### src/design/bsks_pkg.sv
// Shared types and codes for the bounded key-search stack.
// Used by the channel interfaces, the stack cell and the top level.
package bsks_pkg;

  localparam int KEY_W      = 32;
  localparam int PAYLOAD_W  = 64;
  localparam int KIND_W     = 3;
  localparam int STATUS_W   = 2;
  localparam int COUNT_W    = 5;
  localparam int CAPACITY_DEF = 16;

  typedef enum logic [KIND_W-1:0] {
    KIND_PUSH   = 3'd0,
    KIND_POP    = 3'd1,
    KIND_CLEAR  = 3'd2,
    KIND_SEARCH = 3'd3,
    KIND_DELETE = 3'd4
  } kind_e;

  typedef enum logic [STATUS_W-1:0] {
    ST_OK    = 2'd0,
    ST_UNDER = 2'd1,
    ST_OVER  = 2'd2,
    ST_MISS  = 2'd3
  } status_e;

  // What every cell does with its entry
  typedef enum logic [2:0] {
    OP_HOLD  = 3'd0,
    OP_PUSH  = 3'd1,   // take the entry from the cell nearer the top
    OP_POP   = 3'd2,   // take the entry from the cell nearer the bottom
    OP_CLEAR = 3'd3,
    OP_DEL   = 3'd4    // take from below if a match sits here or nearer the top
  } cell_op_e;

  typedef struct packed {
    logic                 valid;
    logic [KEY_W-1:0]     key;
    logic [PAYLOAD_W-1:0] payload;
  } entry_t;

  typedef struct packed {
    cell_op_e         op;
    logic [KEY_W-1:0] key;
  } cell_ctrl_t;

endpackage

### src/design/bsks_req_if.sv
// Request channel: operation word with valid/ready handshake.
// Depends on bsks_pkg for field widths.
interface bsks_req_if
  import bsks_pkg::*;
();
  logic                 valid;
  logic                 ready;
  logic [KIND_W-1:0]    kind;
  logic [KEY_W-1:0]     key_in;
  logic [PAYLOAD_W-1:0] payload_in;

  modport source (output valid, kind, key_in, payload_in, input ready);
  modport sink   (input valid, kind, key_in, payload_in, output ready);
endinterface

### src/design/bsks_rsp_if.sv
// Response channel: result word with valid/ready handshake.
// Depends on bsks_pkg for field widths.
interface bsks_rsp_if
  import bsks_pkg::*;
();
  logic                 valid;
  logic                 ready;
  logic [STATUS_W-1:0]  status;
  logic                 found;
  logic [KEY_W-1:0]     key_out;
  logic [PAYLOAD_W-1:0] payload_out;
  logic [COUNT_W-1:0]   count;
  logic                 is_full;
  logic                 is_empty;

  modport source (output valid, status, found, key_out, payload_out, count, is_full,
                  is_empty, input ready);
  modport sink   (input valid, status, found, key_out, payload_out, count, is_full,
                  is_empty, output ready);
endinterface

### src/design/bsks_cell.sv
// One stack slot: holds an entry, compares its key and shifts with its neighbors.
// Depends on bsks_pkg.
module bsks_cell
  import bsks_pkg::*;
(
  input  logic       clk_i,
  input  logic       rst_ni,
  input  cell_ctrl_t ctrl_i,
  input  entry_t     above_i,
  input  entry_t     below_i,
  input  logic       hit_i,
  output logic       hit_o,
  output entry_t     entry_o
);

  logic                 valid_q, valid_d;
  logic [KEY_W-1:0]     key_q, key_d;
  logic [PAYLOAD_W-1:0] payload_q, payload_d;

  // hit_o: a live match here or anywhere nearer the top
  assign hit_o = hit_i | (valid_q & (key_q == ctrl_i.key));

  always_comb begin
    valid_d   = valid_q;
    key_d     = key_q;
    payload_d = payload_q;
    case (ctrl_i.op)
      OP_PUSH: begin
        valid_d   = above_i.valid;
        key_d     = above_i.key;
        payload_d = above_i.payload;
      end
      OP_POP: begin
        valid_d   = below_i.valid;
        key_d     = below_i.key;
        payload_d = below_i.payload;
      end
      OP_CLEAR: valid_d = 1'b0;
      OP_DEL: begin
        if (hit_o) begin
          valid_d   = below_i.valid;
          key_d     = below_i.key;
          payload_d = below_i.payload;
        end
      end
      default: ;
    endcase
  end

  always_ff @(posedge clk_i or negedge rst_ni) begin
    if (!rst_ni) begin
      valid_q <= 1'b0;
    end else begin
      valid_q <= valid_d;
    end
  end

  always_ff @(posedge clk_i) begin
    key_q     <= key_d;
    payload_q <= payload_d;
  end

  assign entry_o = '{valid: valid_q, key: key_q, payload: payload_q};

endmodule

### src/design/bounded_stack_key_search_delete_top.sv
// Top level of the bounded key-search stack: cell chain, count and result register.
// Depends on bsks_pkg, bsks_req_if, bsks_rsp_if and bsks_cell.

// A LIFO of CAPACITY entries (32-bit key, 64-bit payload) built as a chain of
// cells with the top of stack in cell 0. A push, pop, clear, search or delete
// word is accepted every cycle as long as the result register is empty or
// being drained, and its result appears in that register on the next cycle.
// Push and pop shift the whole chain by one place; delete shifts only the cells
// from the top-most match down. The clock limit is set by the match chain,
// which ripples a key compare result through all cells. Push on a full stack
// reports overflow and pop on an empty one underflow; neither changes the
// contents. No clearing pass follows reset.
module bounded_stack_key_search_delete_top
  import bsks_pkg::*;
#(
  parameter int CAPACITY = CAPACITY_DEF
) (
  input  logic       clk_i,
  input  logic       rst_ni,
  bsks_req_if.sink   req_i,
  bsks_rsp_if.source rsp_o
);

  localparam int CNT_W = $clog2(CAPACITY + 1);
  localparam logic [CNT_W-1:0] CAP_CNT = CNT_W'(CAPACITY);

  entry_t             ent   [CAPACITY];
  entry_t             above [CAPACITY];
  entry_t             below [CAPACITY];
  logic [CAPACITY:0]  hit;
  logic [CAPACITY-1:0] vld;
  cell_ctrl_t         ctrl;

  logic [CNT_W-1:0] count_q, count_d;
  logic             out_valid_q;
  logic             accept;
  logic             full, empty;

  status_e              status_d;
  logic                 found_d;
  logic [KEY_W-1:0]     key_out_d;
  logic [PAYLOAD_W-1:0] payload_out_d;

  logic [STATUS_W-1:0]  status_q;
  logic                 found_q;
  logic [KEY_W-1:0]     key_out_q;
  logic [PAYLOAD_W-1:0] payload_out_q;
  logic [COUNT_W-1:0]   count_out_q;
  logic                 full_out_q, empty_out_q;

  assign req_i.ready = !out_valid_q || rsp_o.ready;
  assign accept      = req_i.valid && req_i.ready;
  assign full        = (count_q == CAP_CNT);
  assign empty       = (count_q == '0);
  assign hit[0]      = 1'b0;

  for (genvar i = 0; i < CAPACITY; i++) begin : g_cell
    if (i == 0) begin : g_top
      assign above[i] = '{valid: 1'b1, key: req_i.key_in, payload: req_i.payload_in};
    end else begin : g_mid
      assign above[i] = ent[i-1];
    end
    if (i == CAPACITY - 1) begin : g_bot
      assign below[i] = '0;
    end else begin : g_nbot
      assign below[i] = ent[i+1];
    end

    bsks_cell u_cell (
      .clk_i   (clk_i),
      .rst_ni  (rst_ni),
      .ctrl_i  (ctrl),
      .above_i (above[i]),
      .below_i (below[i]),
      .hit_i   (hit[i]),
      .hit_o   (hit[i+1]),
      .entry_o (ent[i])
    );

    assign vld[i] = ent[i].valid;
  end

  always_comb begin
    ctrl.op       = OP_HOLD;
    ctrl.key      = req_i.key_in;
    count_d       = count_q;
    status_d      = ST_OK;
    found_d       = 1'b0;
    key_out_d     = '0;
    payload_out_d = '0;
    case (req_i.kind)
      KIND_PUSH: begin
        if (full) begin
          status_d = ST_OVER;
        end else begin
          ctrl.op = OP_PUSH;
          count_d = count_q + 1'b1;
        end
      end
      KIND_POP: begin
        if (empty) begin
          status_d = ST_UNDER;
        end else begin
          ctrl.op       = OP_POP;
          count_d       = count_q - 1'b1;
          key_out_d     = ent[0].key;
          payload_out_d = ent[0].payload;
        end
      end
      KIND_CLEAR: begin
        ctrl.op = OP_CLEAR;
        count_d = '0;
      end
      KIND_SEARCH: begin
        found_d = hit[CAPACITY];
        if (!hit[CAPACITY]) status_d = ST_MISS;
      end
      KIND_DELETE: begin
        found_d = hit[CAPACITY];
        if (hit[CAPACITY]) begin
          ctrl.op = OP_DEL;
          count_d = count_q - 1'b1;
        end else begin
          status_d = ST_MISS;
        end
      end
      default: ;
    endcase
    if (!accept) begin
      ctrl.op = OP_HOLD;
      count_d = count_q;
    end
  end

  always_ff @(posedge clk_i or negedge rst_ni) begin
    if (!rst_ni) begin
      count_q     <= '0;
      out_valid_q <= 1'b0;
    end else begin
      count_q <= count_d;
      if (accept) begin
        out_valid_q <= 1'b1;
      end else if (rsp_o.ready) begin
        out_valid_q <= 1'b0;
      end
    end
  end

  always_ff @(posedge clk_i) begin
    if (accept) begin
      status_q      <= status_d;
      found_q       <= found_d;
      key_out_q     <= key_out_d;
      payload_out_q <= payload_out_d;
      count_out_q   <= COUNT_W'(count_d);
      full_out_q    <= (count_d == CAP_CNT);
      empty_out_q   <= (count_d == '0);
    end
  end

  assign rsp_o.valid       = out_valid_q;
  assign rsp_o.status      = status_q;
  assign rsp_o.found       = found_q;
  assign rsp_o.key_out     = key_out_q;
  assign rsp_o.payload_out = payload_out_q;
  assign rsp_o.count       = count_out_q;
  assign rsp_o.is_full     = full_out_q;
  assign rsp_o.is_empty    = empty_out_q;

`ifndef SYNTHESIS
  // live cells must match the count
  a_count_matches_cells: assert property (@(posedge clk_i) disable iff (!rst_ni)
    $countones(vld) == int'(count_q))
    else $error("cell valid bits disagree with count");

  // top cell is live exactly when the stack holds something
  a_top_cell_live: assert property (@(posedge clk_i) disable iff (!rst_ni)
    vld[0] == !empty)
    else $error("top cell state disagrees with empty flag");

  a_over_only_when_full: assert property (@(posedge clk_i) disable iff (!rst_ni)
    (rsp_o.valid && rsp_o.status == ST_OVER) |-> rsp_o.is_full)
    else $error("overflow reported while not full");

  a_found_is_ok: assert property (@(posedge clk_i) disable iff (!rst_ni)
    (rsp_o.valid && rsp_o.found) |-> (rsp_o.status == ST_OK))
    else $error("match reported with error status");
`endif

endmodule

### src/flat_wrapper.sv
// flat-port wrapper written by rule: the top's interface ports become plain ports
module bounded_stack_key_search_delete_top_flat import bsks_pkg::*;
#(
  parameter int CAPACITY = CAPACITY_DEF
)
  (clk_i, rst_ni, req_i_valid, req_i_kind, req_i_key_in, req_i_payload_in, req_i_ready, rsp_o_valid, rsp_o_status, rsp_o_found, rsp_o_key_out, rsp_o_payload_out, rsp_o_count, rsp_o_is_full, rsp_o_is_empty, rsp_o_ready);
  bsks_req_if req_i_i ();
  bsks_rsp_if rsp_o_i ();
  input  logic clk_i;
  input  logic rst_ni;
  input wire logic [$bits(req_i_i.valid)-1:0] req_i_valid;
  input wire logic [$bits(req_i_i.kind)-1:0] req_i_kind;
  input wire logic [$bits(req_i_i.key_in)-1:0] req_i_key_in;
  input wire logic [$bits(req_i_i.payload_in)-1:0] req_i_payload_in;
  output wire logic [$bits(req_i_i.ready)-1:0] req_i_ready;
  output wire logic [$bits(rsp_o_i.valid)-1:0] rsp_o_valid;
  output wire logic [$bits(rsp_o_i.status)-1:0] rsp_o_status;
  output wire logic [$bits(rsp_o_i.found)-1:0] rsp_o_found;
  output wire logic [$bits(rsp_o_i.key_out)-1:0] rsp_o_key_out;
  output wire logic [$bits(rsp_o_i.payload_out)-1:0] rsp_o_payload_out;
  output wire logic [$bits(rsp_o_i.count)-1:0] rsp_o_count;
  output wire logic [$bits(rsp_o_i.is_full)-1:0] rsp_o_is_full;
  output wire logic [$bits(rsp_o_i.is_empty)-1:0] rsp_o_is_empty;
  input wire logic [$bits(rsp_o_i.ready)-1:0] rsp_o_ready;
  assign req_i_i.valid = req_i_valid;
  assign req_i_i.kind = req_i_kind;
  assign req_i_i.key_in = req_i_key_in;
  assign req_i_i.payload_in = req_i_payload_in;
  assign req_i_ready = req_i_i.ready;
  assign rsp_o_valid = rsp_o_i.valid;
  assign rsp_o_status = rsp_o_i.status;
  assign rsp_o_found = rsp_o_i.found;
  assign rsp_o_key_out = rsp_o_i.key_out;
  assign rsp_o_payload_out = rsp_o_i.payload_out;
  assign rsp_o_count = rsp_o_i.count;
  assign rsp_o_is_full = rsp_o_i.is_full;
  assign rsp_o_is_empty = rsp_o_i.is_empty;
  assign rsp_o_i.ready = rsp_o_ready;
  bounded_stack_key_search_delete_top #(.CAPACITY(CAPACITY)) u_core (.clk_i(clk_i), .rst_ni(rst_ni), .req_i(req_i_i), .rsp_o(rsp_o_i));
endmodule
### config.mk
export PLATFORM = sky130hd
export DESIGN_NAME = bounded_stack_key_search_delete_top_flat
export DESIGN_NICKNAME = d
export VERILOG_FILES = /design/src/design/bsks_pkg.sv /design/src/design/bsks_req_if.sv /design/src/design/bsks_rsp_if.sv /design/src/design/bsks_cell.sv /design/src/design/bounded_stack_key_search_delete_top.sv /design/src/flat_wrapper.sv
export SDC_FILE = /design/constraint.sdc
export NUM_CORES = 2
export LEC_CHECK = 0
export BUFFER_PORTS_ARGS = -buffer_cell sky130_fd_sc_hd__buf_2
export CELL_PAD_IN_SITES_DETAIL_PLACEMENT = 1
export CELL_PAD_IN_SITES_GLOBAL_PLACEMENT = 1
export CORE_MARGIN = 10
export CORE_UTILIZATION = 54
export DETAILED_ROUTE_END_ITERATION = 16
export PLACE_DENSITY = 0.79
export SLEW_MARGIN = 20
export SYNTH_ARGS = -nofsm -noshare
export SYNTH_HDL_FRONTEND = slang
export SYNTH_HIERARCHICAL = 1
export SYNTH_SLANG_ARGS = --single-unit
### constraint.sdc
create_clock -name clk_i -period 26.3 [get_ports clk_i]
set_input_delay 2.63 -clock clk_i [delete_from_list [all_inputs] [get_ports clk_i]]
set_output_delay 2.63 -clock clk_i [all_outputs]
set_load 0.005 [all_outputs]
=== Yosys cells after proc, flatten, opt, wreduce, memory -nomap -nowiden ===
Cells that the tools add are included.

* Add/sub/neg operators: 2
* Equality and inequality tests: 42
* Multiplexer cells: 112
* Bitwise gates (word level): 32
* Reduce and logical (&&, ||, !) cells: 45

{| class="wikitable"
|+ Operator list
! kind !! count
|-
| 64-bit case mux with 3 select lines || 16
|-
| 32-bit case mux with 3 select lines || 16
|-
| 64-bit two-way mux || 16
|-
| 32-bit equality test || 16
|-
| 32-bit two-way mux || 16
|-
| 2-bit AND reduction || 32
|-
| 1-bit case mux with 4 select lines || 15
|-
| 2-bit != test (second input constant) || 16
|-
| 1-bit two-way mux || 20
|-
| 5-bit two-way mux || 4
|-
| 5-bit case mux with 4 select lines || 1
|-
| 1-bit AND || 16
|-
| 1-bit bitwise OR || 15
|-
| 3-bit by 2-bit equality test with 1-bit output (second input constant) || 4
|-
| 3-bit case mux with 4 select lines || 1
|-
| 5-bit equality test (second input constant) || 2
|-
| 5-bit zero test || 2
|-
| 3-bit by 1-bit equality test with 1-bit output (second input constant) || 2
|-
| 3-bit equality test (second input constant) || 2
|-
| 2-bit two-way mux || 3
|-
| 3-bit two-way mux || 2
|-
| 2-bit case mux with 3 select lines || 1
|-
| 3-bit nonzero test || 2
|-
| 2-bit OR reduction || 3
|-
| other kinds (10) || 10
|}

* Register bits after elaboration: 1,664
* Bits of input ports: 103
* Output and inout bits: 108
* Word-level logic and storage cells: 290

=== Depth between registers and ports, before layout ===
* Word-level depth: 24
* Depth in mapped cells: 42
* Gate-level depth less buffers: 40

=== Modules after synthesis ===
Netlist, hierarchy kept.

{| class="wikitable"
|+ By module, submodules not included
! module !! instances !! cells an instance !! area an instance (µm²) !! seq. area each (µm²)
|-
| bsks_cell || 16 || 263 || 4,505.6 || 2,907.8
|-
| bounded_stack_key_search_delete_top || 1 || 299 || 4,575.6 || 3,333.2
|}

=== Worst setup path after synthesis ===
OpenSTA, ideal clock, no wires.

* Kind: input to register
* Start: in rsp_o_ready
* End: reg u_core.g_cell[0].u_cell.key_q[0], enable pin
* Setup time: 582 ps
* Data arrival time: 20,304 ps
* Data required time: 25,718 ps
* Slack: 5,414 ps
* Stages on the path: 6
* Path buffers: 0
* Cells stage by stage: nand2b_1 -> nand2_1 -> a2111oi_0 -> xor2_1 -> nor2_1 -> a21oi_1

{| class="wikitable"
|+ RTL lines
! what !! line !! RTL
|-
| start: declaration || flat_wrapper.sv:24 || <nowiki>input wire logic [$bits(rsp_o_i.ready)-1:0] rsp_o_ready;</nowiki>
|-
| end signal: assignment || bsks_cell.sv:59 || <nowiki>key_q <= key_d;</nowiki>
|-
| end: declaration || bsks_cell.sv:17 || <nowiki>logic [KEY_W-1:0] key_q, key_d;</nowiki>
|}

==> run summary <==
Outcome: complete, no violations
Crit Path Max Fanout: 49
Most frequent cells in the layout: edfxtp_1, mux2_2, xnor2_1
First-pass GRT wire length: 314000 µm
Post-CTS setup buffers: 0
Core ar.: 0.141 mm²
Max Clock Skew: 0.0341 ns
WL/cell: 31.0 µm
Req. time, crit path: 26.86 ns
Inst Count DP: 6591
Post-layout minimum cycle time: 12.17 ns
Clk buf depth: 3
Global-route usage over all layers: 0.265
Mapped Cells: 4507
Final period util: 0.463
Clk_lat worst skew: 0.84 ns
Fin Setup TNS: 0 ns
CTS sink cnt: 1664
Seq/Total Area, Yosys: 0.650
Die H: 397 µm
Post-CTS sizing: 0
Final setup vio count: 0
WP data arrival: 12.73 ns
# fillers: 12600
Crit path kind: primary input to register
CP startpoint kind: primary input
Max_cap viols: 0
Mapped Area: 0.0767 mm²
Drt first pass iters: 7
Worst hold stages: 1
Ratio of cells with drive above 1 in the final layout: 0.427
P per Cell Area: 77.1 mW/mm²
Port bufs: 210
# DRC: 0
Worst-Margin Slew: 1.16 ns
Nature of the critical path endpoint: register
GP Congestion: 0.864
Hold_buf cts: 0
Worst-path clk slew: 0.06 ns
Yosys Warn Count: 6
Root Buffer: clkbuf_16
Number of global-route vias before repair: 46000
Worst IR drop on VDD: 0.0670 mV
TritonCTS Buffers: 175
Synthesized flop and latch total: 1664
Via count: 42300
Post-Layout Cell Count: 6904
CP max stage cell: buf_4
Antenna-violating nets left: 0
P_leak: 27.8 nW
Post-synth EDFFs: 1642
Io pins: 211
Congestion Overflow GR: 0
Total wire length: 214000 µm
Final HPWL DP: 132000 µm
H-tree lvl count: 4
Slowest stage delay, CP: 0.83 ns
Unrepaired setup endpoints after global routing: false
Slew Limit Fails: 0
Worst hold path class: register to register
Initial Util: 0.543
TritonCTS clock tree: done
Normalized max-slew margin: 0.225
Die Span X: 397 µm
Area grow syn2layout: 11.7%
Fin nets: 4983
Row cnt: 138
Top_reg_cell synth: edfxtp_1
Achievable Freq: 82.2 MHz
Vias per inst: 6.13
Reg2reg path depth: 43
Antenna violations before repair: 9
DRT iter0 DRCs: 3551
Worst hold slack: 0.532 ns
Mean Syn Cell Area: 17.0 µm²
Largest net degree at the start of global routing: 82
Async S/R FF share, synth: 0.0132
Final hold violation count: 0
Commonest non-fill, non-tap cell in the layout: edfxtp_1
Die area: 0.157 mm²
Total Power: 6.61 mW
Distinct cells, synth: 58
## layer usage
metal | global-route usage | vias to the layer above | part of all wire
li1 | - | 18000 | -
met5 | 0 | - | 0.000061
met1 | 0.343 | 22400 | 0.41
met4 | 0.105 | 2 | 0.038
met2 | 0.451 | 1557 | 0.50
met3 | 0.0376 | 332 | 0.057
## report_power, final
group / leakage (nW) / internal [mW] / switching, mW
combinational: 9.66 / 0.347 / 0.465
clock: 2.65 / 1.33 / 1.06
sequential: 15.5 / 3.23 / 0.164
## worst paths after layout
path | from | endpoint | slack [ns]
min reg2reg | u_core/g_cell[15].u_cell/payload_q[29] | u_core/g_cell[14].u_cell/payload_q[29] | 0.53
min | u_core/g_cell[15].u_cell/payload_q[29] | u_core/g_cell[14].u_cell/payload_q[29] | 0.53
min in group asynchronous | rst_ni | u_core/rsp_o.valid | 1.82
max reg2reg | u_core/g_cell[0].u_cell/key_q[10] | u_core/g_cell[7].u_cell/payload_q[41] | 15.75
max | req_i_key_in[14] | u_core/g_cell[7].u_cell/payload_q[41] | 14.13
max in group asynchronous | rst_ni | u_core/g_cell[2].u_cell/valid_q | 24.01
## critical path: cells and delay by family
| kind | cells | cell delay, ns |
|---|---|---|
| AO/OA/AOI/OAI | 16 | 4.25 |
| buffers and inverters | 20 | 3.63 |
| AND/OR/NAND/NOR | 5 | 1.12 |
| multiplexers | 1 | 0.43 |
| XOR/XNOR | 2 | 0.41 |
## state kept, by name, summed over array words and instances (netlist names), 2 cells and up
signal,cells
u_core/rsp_o.payload_out,64
u_core/rsp_o.count,5
u_core/g_cell.u_cell/payload_q,1024
u_core/g_cell.u_cell/key_q,512
u_core/rsp_o.status,2
u_core/count_q,5
u_core/g_cell.u_cell/valid_q,16
u_core/rsp_o.key_out,32
## cell type report
cell class / instances / area (µm²) / area share
clock inverters: 86 / 798 / 0.00932
repair buffers: 301 / 1740 / 0.0203
clock buffers: 222 / 4650 / 0.0543
diodes: 5 / 12.5 / 0.000146
inverters: 42 / 160 / 0.00187
multi-input cells: 2694 / 26100 / 0.305
well taps: 1890 / 2360 / 0.0276
flip-flops and latches: 1664 / 49900 / 0.582
## cells in the mapped netlist, drive strengths merged (2+ instances only)
master   count  share of area
a2111oi      2        0.00047
a21oi       22         0.0014
a31oi       17         0.0014
a41oi       17         0.0019
and2        96         0.0078
buf        178          0.014
clkbuf      27         0.0016
conb         2       0.000098
dfrtp       22         0.0072
edfxtp    1642           0.64
ha           2        0.00033
inv         42         0.0021
mux2      1536           0.23
mux2i       16         0.0021
nand2        3        0.00015
nand2b       2        0.00016
nand3       18         0.0012
nand3b      17         0.0018
nand4       97         0.0079
nor2        53         0.0031
nor2b        2        0.00016
nor3        22         0.0014
nor3b        2        0.00026
nor4        34         0.0029
nor4b        2        0.00051
o211ai       3        0.00029
o21ai       20         0.0013
o22ai       18         0.0016
or3         17         0.0014
or4b        16         0.0021
xnor2      449          0.051
xor2        96          0.011
## kinds of logic after synthesis
kind of cell | count (synthesis) | synth area share
buf+inv | 247 | 0.0179
fa+ha+maj | 3 | 0.000473
xor+xnor | 545 | 0.0623
flops | 1664 | 0.650
simple gates | 385 | 0.0315
other cells | 2 | 0.0000980
compound gates | 109 | 0.00978
mux | 1552 | 0.228
## metrics by stage
stage | setup WS (ns) | util | area [µm²]
6_report | 14.13 | 0.607 | 85700
5_1_grt | 13.45 | 0.607 | 85700
4_1_cts | 14.42 | 0.606 | 85700
3_5_place_dp | 13.66 | 0.568 | 80200
3_3_place_gp | 13.77 | 0.568 | 80200
2_1_floorplan | 5.41 | - | 77000
Power figures use the tool's default switching activity.
